$ cat config.mk
export PLATFORM = sky130hd
export DESIGN_NAME = halfband_resampler_2x
export DESIGN_NICKNAME = d
export VERILOG_FILES = /design/src/hbr_pkg.sv /design/src/hbr_ram.sv /design/src/hbr_mac.sv /design/src/hbr_seq.sv /design/src/halfband_resampler_2x.sv
export SDC_FILE = /design/constraint.sdc
export NUM_CORES = 2
export LEC_CHECK = 0
export ABC_CLOCK_PERIOD_IN_PS = 9110
export BUFFER_PORTS_ARGS = -buffer_cell sky130_fd_sc_hd__buf_2
export CORE_ASPECT_RATIO = 1.4
export CORE_MARGIN = 4
export CORE_UTILIZATION = 25
export CTS_CLUSTER_SIZE = 30
export DETAILED_ROUTE_END_ITERATION = 16
export HOLD_SLACK_MARGIN = 0.08
export PLACE_DENSITY = 0.48
export SLEW_MARGIN = 20
export SYNTH_ARGS = -nofsm -noshare
export SYNTH_HDL_FRONTEND = slang
export SYNTH_SLANG_ARGS = --single-unit
$ cat constraint.sdc
create_clock -name clk_i -period 9.11 [get_ports clk_i]
set_clock_uncertainty 0.05 [all_clocks]
set_input_delay 0.911 -clock clk_i [delete_from_list [all_inputs] [get_ports clk_i]]
set_output_delay 0.911 -clock clk_i [all_outputs]
set_load 0.005 [all_outputs]
$ cat src/hbr_pkg.sv
// Shared types, sizes and coefficient tables for the factor-two resampler.
// The coefficient tables are built by constant functions at elaboration.
// No dependencies.
package hbr_pkg;

  // Sizes
  localparam int Taps     = 128;
  localparam int SampleW  = 16;
  localparam int CoefW    = 16;
  localparam int FracBits = CoefW - 1;
  localparam int Depth    = Taps + 1;
  localparam int AddrW    = $clog2(Depth);
  localparam int TapW     = $clog2(Taps);
  localparam int ProdW    = SampleW + CoefW;
  localparam int AccW     = SampleW + CoefW + TapW + 1;
  localparam int DelayTap = Taps / 2;

  // Fixed-point constants for the kernel build (Q30)
  localparam longint Q30One  = 64'sd1073741824;
  localparam longint Alpha   = 64'sd171798692;
  localparam longint HalfQ30 = 64'sd536870912;
  localparam longint A0Q30   = (Q30One - Alpha) / 2;
  localparam longint A2Q30   = Alpha / 2;
  localparam longint InvPi   = 64'sd341782638;
  localparam longint HalfPi  = 64'sd1686629713;
  localparam longint CoefMax = (64'sd1 <<< (CoefW - 1)) - 1;
  localparam longint CoefMin = -CoefMax - 1;

  typedef enum logic {
    MODE_UP   = 1'b0,
    MODE_DOWN = 1'b1
  } mode_e;

  typedef enum logic {
    KIND_SAMPLE = 1'b0,
    KIND_CLEAR  = 1'b1
  } kind_e;

  typedef struct packed {
    logic                       kind;
    logic signed [SampleW-1:0]  sample;
    logic                       block_end;
  } in_beat_t;

  typedef struct packed {
    logic signed [SampleW-1:0]  result_sample;
    logic                       last;
  } out_beat_t;

  // Control from the sequencer to the MAC
  typedef struct packed {
    logic clr;  // zero the accumulator
    logic vld;  // operands valid this cycle
  } mac_ctl_t;

  typedef logic [Taps-1:0][CoefW-1:0] coef_tab_t;

  // Restoring division, unsigned 64 bit
  function automatic logic [63:0] udiv(input logic [63:0] num, input logic [63:0] den);
    logic [63:0] quo;
    logic [63:0] rem;
    quo = '0;
    rem = '0;
    for (int b = 63; b >= 0; b--) begin
      rem = {rem[62:0], num[b]};
      if (rem >= den) begin
        rem    = rem - den;
        quo[b] = 1'b1;
      end
    end
    return quo;
  endfunction

  // Signed product shifted right, rounded half away from zero
  function automatic logic signed [63:0] mul_round(input logic signed [63:0] a,
                                                   input logic signed [63:0] b,
                                                   input int sh);
    logic        neg;
    logic [63:0] ua;
    logic [63:0] ub;
    logic [63:0] r;
    neg = a[63] ^ b[63];
    ua  = a[63] ? (64'd0 - a) : a;
    ub  = b[63] ? (64'd0 - b) : b;
    r   = (ua * ub + (64'd1 << (sh - 1))) >> sh;
    return neg ? -$signed(r) : $signed(r);
  endfunction

  // Taylor series of cos (odd = 0) or sin (odd = 1), angle in Q30 radians
  function automatic logic signed [63:0] series(input logic [63:0] a, input logic odd);
    logic [63:0]        a2;
    logic [63:0]        term;
    logic [63:0]        d;
    logic [63:0]        dv;
    logic signed [63:0] sum;
    a2   = (a * a + (64'd1 << 29)) >> 30;
    term = odd ? a : 64'(Q30One);
    d    = odd ? 64'd2 : 64'd1;
    sum  = $signed(term);
    for (int k = 1; k <= 7; k++) begin
      dv   = d * (d + 64'd1);
      term = (term * a2 + (64'd1 << 29)) >> 30;
      term = udiv(term + (dv >> 1), dv);
      d    = d + 64'd2;
      if (k[0]) sum = sum - $signed(term);
      else      sum = sum + $signed(term);
    end
    return sum;
  endfunction

  // cos(2*pi*p/q) in Q30
  function automatic logic signed [63:0] cos_turn(input logic [63:0] p, input logic [63:0] q);
    logic [63:0]        pm;
    logic [63:0]        ph;
    logic [63:0]        frac;
    logic [63:0]        a;
    logic [1:0]         quad;
    logic signed [63:0] res;
    pm   = p - udiv(p, q) * q;
    ph   = udiv(pm << 32, q) & 64'hFFFF_FFFF;
    quad = ph[31:30];
    frac = {34'd0, ph[29:0]};
    a    = (frac * 64'(HalfPi) + (64'd1 << 29)) >> 30;
    unique case (quad)
      2'd0: res = series(a, 1'b0);
      2'd1: res = -series(a, 1'b1);
      2'd2: res = -series(a, 1'b0);
      2'd3: res = series(a, 1'b1);
    endcase
    return res;
  endfunction

  // Blackman window at p/q, Q30
  function automatic logic signed [63:0] window(input logic [63:0] p, input logic [63:0] q);
    return A0Q30 - mul_round(HalfQ30, cos_turn(p, q), 30)
                 + mul_round(A2Q30, cos_turn(64'd2 * p, q), 30);
  endfunction

  // Q30 sinc times Q30 window to saturated Q15
  function automatic logic [CoefW-1:0] to_coef(input logic signed [63:0] sinc,
                                               input logic signed [63:0] w);
    logic signed [63:0] c;
    c = mul_round(sinc, w, 45);
    if (c > CoefMax) c = CoefMax;
    if (c < CoefMin) c = CoefMin;
    return c[CoefW-1:0];
  endfunction

  // Build the up (dn = 0) or half-band down (dn = 1) kernel
  function automatic coef_tab_t build_coefs(input logic dn);
    coef_tab_t          tab;
    int                 k;
    logic [63:0]        ud;
    logic [63:0]        uk;
    logic               neg_d;
    logic signed [63:0] s;
    for (int i = 0; i < Taps; i++) begin
      k  = i - Taps / 2;
      uk = 64'((k < 0) ? -k : k);
      if (!dn) begin
        neg_d = (k < 0);
        ud    = 64'((2 * k + 1 < 0) ? -(2 * k + 1) : (2 * k + 1));
        s     = $signed(udiv(64'(2 * InvPi) + (ud >> 1), ud));
        if (uk[0] != neg_d) s = -s;
        tab[i] = to_coef(s, window(64'(2 * i + 1), 64'(2 * Taps)));
      end else begin
        if (k == 0) begin
          s = HalfQ30;
        end else if (!uk[0]) begin
          s = '0;
        end else begin
          s = $signed(udiv(64'(InvPi) + (uk >> 1), uk));
          if (uk[1:0] == 2'b11) s = -s;
        end
        tab[i] = to_coef(s, window(64'(2 * i), 64'(2 * Taps)));
      end
    end
    return tab;
  endfunction

  localparam coef_tab_t UpCoef = build_coefs(1'b0);
  localparam coef_tab_t DnCoef = build_coefs(1'b1);

endpackage

$ cat src/hbr_ram.sv
// Generic single-write, single-read RAM with registered read data.
// No dependencies.
module hbr_ram #(
  parameter int Width = 16,
  parameter int Depth = 129
) (
  input  logic                     clk_i,
  input  logic                     we_i,
  input  logic [$clog2(Depth)-1:0] waddr_i,
  input  logic [Width-1:0]         wdata_i,
  input  logic [$clog2(Depth)-1:0] raddr_i,
  output logic [Width-1:0]         rdata_o
);

  logic [Width-1:0] mem_q [Depth];

  // Write port
  always_ff @(posedge clk_i) begin
    if (we_i) begin
      mem_q[waddr_i] <= wdata_i;
    end
  end

  // Registered read port
  always_ff @(posedge clk_i) begin
    rdata_o <= mem_q[raddr_i];
  end

endmodule

$ cat src/hbr_mac.sv
// Shared multiply-accumulate unit with round-half-up and saturation.
// Depends on hbr_pkg.
module hbr_mac import hbr_pkg::*; (
  input  logic                      clk_i,
  input  logic                      rst_ni,
  input  mac_ctl_t                  ctl_i,
  input  logic signed [SampleW-1:0] smp_i,
  input  logic signed [CoefW-1:0]   coef_i,
  output logic                      busy_o,
  output logic signed [SampleW-1:0] res_o
);

  localparam int SatMaxI = (1 << (SampleW - 1)) - 1;
  localparam logic signed [AccW:0] SatMax = (AccW + 1)'(SatMaxI);
  localparam logic signed [AccW:0] SatMin = (AccW + 1)'(-SatMaxI - 1);
  localparam logic signed [AccW:0] RndBias = (AccW + 1)'(1 << (FracBits - 1));

  logic                    prod_vld_q;
  logic signed [ProdW-1:0] prod_q;
  logic signed [AccW-1:0]  acc_q;
  logic signed [AccW:0]    rnd;
  logic signed [AccW:0]    shd;

  // Product stage
  always_ff @(posedge clk_i or negedge rst_ni) begin
    if (!rst_ni) begin
      prod_vld_q <= 1'b0;
    end else begin
      prod_vld_q <= ctl_i.vld;
    end
  end

  always_ff @(posedge clk_i) begin
    if (ctl_i.vld) begin
      prod_q <= smp_i * coef_i;
    end
  end

  // Accumulate stage
  always_ff @(posedge clk_i or negedge rst_ni) begin
    if (!rst_ni) begin
      acc_q <= '0;
    end else if (ctl_i.clr) begin
      acc_q <= '0;
    end else if (prod_vld_q) begin
      acc_q <= acc_q + AccW'(prod_q);
    end
  end

  // Round half up, drop fraction, saturate
  always_comb begin
    rnd = (AccW + 1)'(acc_q) + RndBias;
    shd = rnd >>> FracBits;
    if (shd > SatMax)      res_o = SatMax[SampleW-1:0];
    else if (shd < SatMin) res_o = SatMin[SampleW-1:0];
    else                   res_o = shd[SampleW-1:0];
  end

  assign busy_o = prod_vld_q;

endmodule

$ cat src/hbr_seq.sv
// Sequencer: history pointer and fill flags, tap walk, delay tap capture
// and result beats. Depends on hbr_pkg.
module hbr_seq import hbr_pkg::*; (
  input  logic                      clk_i,
  input  logic                      rst_ni,
  input  mode_e                     mode_i,
  input  logic                      in_valid_i,
  output logic                      in_ready_o,
  input  in_beat_t                  in_data_i,
  output logic                      out_valid_o,
  input  logic                      out_ready_i,
  output out_beat_t                 out_data_o,
  output logic                      we_o,
  output logic [AddrW-1:0]          waddr_o,
  output logic [SampleW-1:0]        wdata_o,
  output logic [AddrW-1:0]          raddr_o,
  input  logic [SampleW-1:0]        rdata_i,
  output mac_ctl_t                  mac_ctl_o,
  output logic signed [SampleW-1:0] mac_smp_o,
  output logic signed [CoefW-1:0]   mac_coef_o,
  input  logic                      mac_busy_i,
  input  logic signed [SampleW-1:0] mac_res_i
);

  typedef enum logic [4:0] {
    S_IDLE    = 5'b00001,
    S_MAC     = 5'b00010,
    S_DRAIN   = 5'b00100,
    S_OUT_DLY = 5'b01000,
    S_OUT_FIR = 5'b10000
  } state_e;

  state_e              state_q, state_d;
  logic [AddrW-1:0]    wp_q, wp_nxt;
  logic [Depth-1:0]    hv_q;
  logic                phase_q;
  logic [AddrW-1:0]    rd_addr_q, rd_addr_dec;
  logic [TapW-1:0]     tap_q;
  logic                up_q;
  logic                iss_q;
  logic                hv_rd_q;
  logic                dly_tag_q;
  logic [CoefW-1:0]    coef_q;
  logic [SampleW-1:0]  dly_q;
  logic                in_acc;
  logic                is_clr;
  logic                start;
  logic                tap_last;
  logic [SampleW-1:0]  smp;

  assign in_ready_o  = (state_q == S_IDLE);
  assign in_acc      = in_valid_i & in_ready_o;
  assign is_clr      = (in_data_i.kind == KIND_CLEAR);
  assign start       = !is_clr && ((mode_i == MODE_UP) || phase_q);
  assign tap_last    = (tap_q == TapW'(Taps - 1));
  assign wp_nxt      = (wp_q == AddrW'(Depth - 1)) ? '0 : wp_q + 1'b1;
  assign rd_addr_dec = (rd_addr_q == '0) ? AddrW'(Depth - 1) : rd_addr_q - 1'b1;

  // Next state
  always_comb begin
    state_d = state_q;
    unique case (state_q)
      S_IDLE:    if (in_acc && start) state_d = S_MAC;
      S_MAC:     if (tap_last) state_d = S_DRAIN;
      S_DRAIN:   if (!iss_q && !mac_busy_i) state_d = up_q ? S_OUT_DLY : S_OUT_FIR;
      S_OUT_DLY: if (out_ready_i) state_d = S_OUT_FIR;
      S_OUT_FIR: if (out_ready_i) state_d = S_IDLE;
      default:   state_d = S_IDLE;
    endcase
  end

  // Control registers
  always_ff @(posedge clk_i or negedge rst_ni) begin
    if (!rst_ni) begin
      state_q   <= S_IDLE;
      wp_q      <= '0;
      hv_q      <= '0;
      phase_q   <= 1'b0;
      rd_addr_q <= '0;
      tap_q     <= '0;
      up_q      <= 1'b0;
      iss_q     <= 1'b0;
      dly_tag_q <= 1'b0;
      hv_rd_q   <= 1'b0;
    end else begin
      state_q   <= state_d;
      iss_q     <= (state_q == S_MAC);
      dly_tag_q <= (state_q == S_MAC) && (tap_q == TapW'(DelayTap));
      hv_rd_q   <= hv_q[rd_addr_q];
      // take a beat: clear drops the history, a sample advances it
      if (in_acc) begin
        if (is_clr) begin
          hv_q    <= '0;
          phase_q <= 1'b0;
        end else begin
          hv_q[wp_nxt] <= 1'b1;
          wp_q         <= wp_nxt;
          phase_q      <= (mode_i == MODE_DOWN) && !phase_q && !in_data_i.block_end;
          rd_addr_q    <= (mode_i == MODE_UP) ? wp_nxt : wp_q;
          tap_q        <= '0;
          up_q         <= (mode_i == MODE_UP);
        end
      end else if (state_q == S_MAC) begin
        rd_addr_q <= rd_addr_dec;
        tap_q     <= tap_q + 1'b1;
      end
    end
  end

  // Coefficient fetch and delay tap capture
  always_ff @(posedge clk_i) begin
    coef_q <= up_q ? UpCoef[tap_q] : DnCoef[tap_q];
    if (iss_q && dly_tag_q) begin
      dly_q <= smp;
    end
  end

  // Never-written entries read as zero
  assign smp = hv_rd_q ? rdata_i : '0;

  assign we_o      = in_acc && !is_clr;
  assign waddr_o   = wp_nxt;
  assign wdata_o   = in_data_i.sample;
  assign raddr_o   = rd_addr_q;

  assign mac_ctl_o.clr = in_acc && start;
  assign mac_ctl_o.vld = iss_q;
  assign mac_smp_o     = $signed(smp);
  assign mac_coef_o    = $signed(coef_q);

  // Result beats: delayed sample first in up mode, then the filter output
  assign out_valid_o              = (state_q == S_OUT_DLY) || (state_q == S_OUT_FIR);
  assign out_data_o.result_sample = (state_q == S_OUT_DLY) ? $signed(dly_q) : mac_res_i;
  assign out_data_o.last          = (state_q == S_OUT_FIR);

endmodule

$ cat src/halfband_resampler_2x.sv
// Top level of the factor-two resampler: mode register, history RAM,
// sequencer and shared MAC. Depends on hbr_pkg, hbr_ram, hbr_mac, hbr_seq.
//
//   channel | direction | payload    | beat taken when
//   in      | input     | in_beat_t  | in_valid_i  & in_ready_o
//   out     | output    | out_beat_t | out_valid_o & out_ready_i
//   cfg     | input     | mode (1 b) | cfg_valid_i & cfg_ready_o
//
// A sample that produces output is taken in, walks the taps through the single MAC
// (one RAM read per cycle), waits in the drain state until the MAC pipeline is
// empty, then gives one cycle per result beat while out_ready_i is high: two beats
// in up mode and one beat in down mode.
// Clear items and even-position samples in down mode start no tap walk and give no result.
// Reset is asynchronous; history fill flags clear at once, no clearing pass.
// While a result waits for out_ready_i the block holds it and takes no input.
module halfband_resampler_2x import hbr_pkg::*; (
  input  logic      clk_i,
  input  logic      rst_ni,
  input  logic      in_valid_i,
  output logic      in_ready_o,
  input  in_beat_t  in_data_i,
  output logic      out_valid_o,
  input  logic      out_ready_i,
  output out_beat_t out_data_o,
  input  logic      cfg_valid_i,
  output logic      cfg_ready_o,
  input  logic      cfg_data_i
);

  mode_e                     mode_q;
  logic                      we;
  logic [AddrW-1:0]          waddr;
  logic [SampleW-1:0]        wdata;
  logic [AddrW-1:0]          raddr;
  logic [SampleW-1:0]        rdata;
  mac_ctl_t                  mac_ctl;
  logic signed [SampleW-1:0] mac_smp;
  logic signed [CoefW-1:0]   mac_coef;
  logic                      mac_busy;
  logic signed [SampleW-1:0] mac_res;

  // Mode register
  assign cfg_ready_o = 1'b1;

  always_ff @(posedge clk_i or negedge rst_ni) begin
    if (!rst_ni) begin
      mode_q <= MODE_UP;
    end else if (cfg_valid_i && cfg_ready_o) begin
      mode_q <= mode_e'(cfg_data_i);
    end
  end

  hbr_ram #(
    .Width (SampleW),
    .Depth (Depth)
  ) u_hist (
    .clk_i   (clk_i),
    .we_i    (we),
    .waddr_i (waddr),
    .wdata_i (wdata),
    .raddr_i (raddr),
    .rdata_o (rdata)
  );

  hbr_seq u_seq (
    .clk_i       (clk_i),
    .rst_ni      (rst_ni),
    .mode_i      (mode_q),
    .in_valid_i  (in_valid_i),
    .in_ready_o  (in_ready_o),
    .in_data_i   (in_data_i),
    .out_valid_o (out_valid_o),
    .out_ready_i (out_ready_i),
    .out_data_o  (out_data_o),
    .we_o        (we),
    .waddr_o     (waddr),
    .wdata_o     (wdata),
    .raddr_o     (raddr),
    .rdata_i     (rdata),
    .mac_ctl_o   (mac_ctl),
    .mac_smp_o   (mac_smp),
    .mac_coef_o  (mac_coef),
    .mac_busy_i  (mac_busy),
    .mac_res_i   (mac_res)
  );

  hbr_mac u_mac (
    .clk_i  (clk_i),
    .rst_ni (rst_ni),
    .ctl_i  (mac_ctl),
    .smp_i  (mac_smp),
    .coef_i (mac_coef),
    .busy_o (mac_busy),
    .res_o  (mac_res)
  );

  // Input stays closed while a result beat is pending
  a_no_in_while_out: assert property (@(posedge clk_i) disable iff (!rst_ni)
    out_valid_o |-> !in_ready_o)
    else $error("input open while a result beat is pending");

  // Accumulator is settled while a result beat is shown
  a_mac_quiet_on_out: assert property (@(posedge clk_i) disable iff (!rst_ni)
    out_valid_o |-> (!mac_ctl.vld && !mac_busy))
    else $error("MAC active while a result beat is pending");

  // Accumulator clears only when a beat is taken
  a_clr_on_accept: assert property (@(posedge clk_i) disable iff (!rst_ni)
    mac_ctl.clr |-> (in_valid_i && in_ready_o))
    else $error("accumulator cleared without an input beat");

  // After the final beat of an item the input reopens
  a_ready_after_last: assert property (@(posedge clk_i) disable iff (!rst_ni)
    (out_valid_o && out_ready_i && out_data_o.last) |=> in_ready_o)
    else $error("input not reopened after final result beat");

endmodule
==> impl_metrics.json <==
{
  "yosys_warnings": 0,
  "crit_start": "u_seq.hv_rd_q$_DFF_PN0_",
  "floorplan.initialDensity_pct": 25.1,
  "cts-root-buf": "clkbuf_16",
  "port_buffers": 42,
  "drive_above_1_share_pct": 21.9,
  "clock-sinks": 2348,
  "synthToLayoutAreaGrowth_pct": 14.4,
  "syn_nets": 6439,
  "reg2reg_depth": 20,
  "num_vias": 55900,
  "slew_headroom_pct": 22.8,
  "r2r_start": "u_seq.hv_rd_q$_DFF_PN0_",
  "coreArea_sq_mm": 0.421,
  "postCtsSetupBuffers": 0,
  "crit_path_max_incr_delay_ps": 980,
  "ys_ff_latch": 2348,
  "hold_violations": 0,
  "max_freq_mhz": 129,
  "synth_area_sq_mm": 0.106,
  "first_pass_iters": 6,
  "r2r_slack_ps": 1330,
  "die_y_um": 777,
  "cp_max_fo": 70,
  "critPathMostFrequentCell": "fa_1",
  "via_per_inst": 4.71,
  "hold_depth": 2,
  "overflow": 0,
  "timing.rr.end": "u_mac.prod_q[25]$_DFFE_PP_",
  "synth-edff-count": 2112,
  "wl_met1_um": 120000,
  "nets": 6559,
  "grt_usage_pct": 13.7,
  "dp_hpwl_um": 191000,
  "final_max_slew_viol_count": 0,
  "synth_cells": 6007,
  "dieArea_sq_mm": 0.433,
  "postRouteAntennaNets": 0,
  "cts_max_level": 4,
  "cp_data_arrival_time_ps": 8330,
  "cts_buffers": 235,
  "cts-resized-gates": 0,
  "antenna_found_initial": 19,
  "finalSetupTns_ps": 0,
  "fin_cells": 11900,
  "period_needed_ps": 7780,
  "rsz0062_at_grt": "false",
  "p_per_area_mw_per_mm2": 257,
  "cp.required_ps": 9660,
  "post-route-util_pct": 28.7,
  "drt-wirelength-per-cell_um": 25.4,
  "route.met2.wl_um": 158000,
  "dpl-instance-area_sq_mm": 0.113,
  "wirelength_um": 302000,
  "power.leakage_nw": 41.9,
  "clk_latency_ps": 930,
  "startpoint_type": "flop",
  "clk_pin_slew_ps": 60,
  "vdd_ir_drop_max_mv": 0.221,
  "maxCapViolations": 0,
  "row_count": 282,
  "period_share_pct": 85.4,
  "place_congestion": 0.863,
  "hp-start": "cfg_data_i",
  "finalInstanceArea_sq_mm": 0.121,
  "cp-end-kind": "flop",
  "clockBufferDepth": 4,
  "status": "finished clean",
  "yosysSeqAreaShare_pct": 65.5,
  "ys_types": 80,
  "finalSetupViolCount": 0,
  "hold_path_class": "in2reg",
  "tritoncts": "built",
  "ioPinCount": 44,
  "critPathSlowestCell": "dfrtp_2",
  "grt_first_pass_wirelength_um": 436000,
  "grt_pass1_vias": 59000,
  "wl_met3_um": 12800,
  "grt_max_degree": 134,
  "drt_iter0_drc": 4697,
  "path_class": "reg2reg",
  "synthFlopType": "edfxtp_1",
  "die_x_um": 557,
  "avgSynthCellArea_sq_um": 17.6,
  "endpoint": "u_mac.prod_q[25]$_DFFE_PP_",
  "drc": 0,
  "placed_cells": 11400,
  "tightestPinTransition_ps": 1160,
  "routed.top_layer": "met5",
  "crit_chain": "and2_1 > nand2_1 > fa_1 > fa_1 > fa_1 > inv_1 > fa_1 > fa_1 > inv_1 > fa_1 > inv_1 > ha_1 > nand2_1 > or3_1 > o31ai_1 > a211oi_1 > nor2_1 > o2111ai_1 > a21oi_1 > xor2_1",
  "synthArstFlopShare_pct": 8.69
}
-- final cells by class --
cell class / count / area (sq um)
flip-flops and latches: 2348 / 69200
fillers: 41400 / 300000
inverters: 343 / 1290
repair buffers: 225 / 1740
diodes: 4 / 10.0
well taps: 5538 / 6930
multi-input cells: 2974 / 34200
clock inverters: 113 / 1020
clock buffers: 321 / 6500
-- synth_stat cells (16+ instances only) --
master	instances	area (sq um)
o22ai_1	18	113
dfxtp_1	32	641
buf_1	36	135
nand3_1	53	265
and2_1	23	144
ha_1	145	1810
nand2b_1	17	106
nor3_1	41	205
fa_1	263	5270
mux4_2	719	16200
a211oi_1	23	173
a31oi_1	17	106
a21oi_1	161	806
nand2_1	314	1180
dfrtp_1	203	5080
clkbuf_1	243	912
nor2_1	327	1230
o211ai_1	22	165
a21o_1	156	1170
o21ai_1	17	85.1
and3_1	126	788
nand4_1	16	100
xnor2_1	64	561
o22a_1	16	140
mux2i_1	49	490
o31ai_1	21	158
xor2_1	36	315
inv_1	339	1270
buf_2	60	300
edfxtp_1	2112	63400
o21ai_0	147	736
-- routing by layer --
| metal | global-route usage [%] | vias up |
|---|---|---|
| met3 | 1.63 | 435 |
| li1 | - | 23700 |
| met5 | 0 | - |
| met1 | 16.8 | 30300 |
| met2 | 24.8 | 1485 |
| met4 | 4.51 | 8 |
-- placed cells by master (no fill, tap or decap), types with 18 or more instances in the layout --
cell type / n
nand2_1: 312
dfxtp_1: 32
o211ai_1: 22
clkbuf_1: 59
o22ai_1: 18
and3_1: 126
clkinv_2: 41
nor2_2: 27
o31ai_1: 21
clkbuf_16: 237
nor2_4: 42
fa_1: 263
a211oi_1: 23
edfxtp_1: 2112
a21o_1: 156
a21oi_1: 161
xnor2_1: 64
mux2i_1: 49
clkinv_1: 43
clkbuf_8: 25
and2_1: 23
nand3_1: 52
inv_1: 339
ha_1: 145
buf_2: 25
xor2_1: 36
o21ai_0: 147
nor3_1: 41
mux4_2: 719
nor2_1: 258
dfrtp_1: 190
buf_4: 189
-- per-stage QoR --
step	hold slack [ps]	setup WS (ps)	total power, W
detailed placement	391	1340	0.0220
CTS	165	1310	0.0316
finish	247	1330	0.0311
floorplan	374	2740	0.0184
global route	211	898	0.0324
global placement	387	1430	0.0219
-- report_power, final --
| part | internal [W] | switching (W) |
|---|---|---|
| registers | 0.0120 | 0.000543 |
| clock network | 0.00543 | 0.00413 |
| logic | 0.00381 | 0.00519 |
| total | 0.0212 | 0.00987 |
-- critical path, delay by kind of cell, from the launching register on --
family | cells | cell delay, ps
AOI/OAI and AO/OA | 4 | 1370
DFF | 1 | 980
and+or+nand+nor | 5 | 1410
adders and majority gates | 7 | 3430
buffers and inverters | 3 | 170
xor gates and xnor gates | 1 | 80
-- what timing repair did --
item / 4_1_cts / 5_1_grt
hold buffers: 1 / 0
endpoints found under the hold margin: 66 / 0
endpoints found under the setup margin: 0 / 0
-- state kept, by name, summed over array words and instances, names as in the netlist, 5 cells and up --
name,flops
u_hist.mem_q,2064
u_seq.hv_q,129
u_mac.acc_q,40
u_mac.prod_q,32
u_hist.rdata_o,16
u_seq.dly_q,16
u_seq.mac_coef_o,16
u_seq.raddr_o,8
u_seq.wp_q,8
u_seq.tap_q,7
u_seq.state_q,5
-- worst min path at each step --
stage	end	slack, ps
6_report	mode_q$_DFFE_PN0P_	250
5_1_grt	u_seq.state_q[4]$_DFFE_PN0P_	210
4_1_cts	u_seq.state_q[4]$_DFFE_PN0P_	170
3_5_place_dp	u_hist.rdata_o[7]$_DFF_P_	390
3_3_place_gp	u_hist.rdata_o[14]$_DFF_P_	390
2_1_floorplan	u_hist.rdata_o[14]$_DFF_P_	370
-- cell families after synthesis --
group / Yosys count / share of synthesized area (%)
flops: 2348 / 65.5
simple gates: 991 / 4.32
mux: 769 / 15.8
compound gates: 705 / 4.33
buf+inv: 685 / 2.52
fa+ha+maj: 408 / 6.70
xor+xnor: 100 / 0.829
other cells: 1 / 0.00355
No activity file was read; power rests on OpenSTA's default activity.
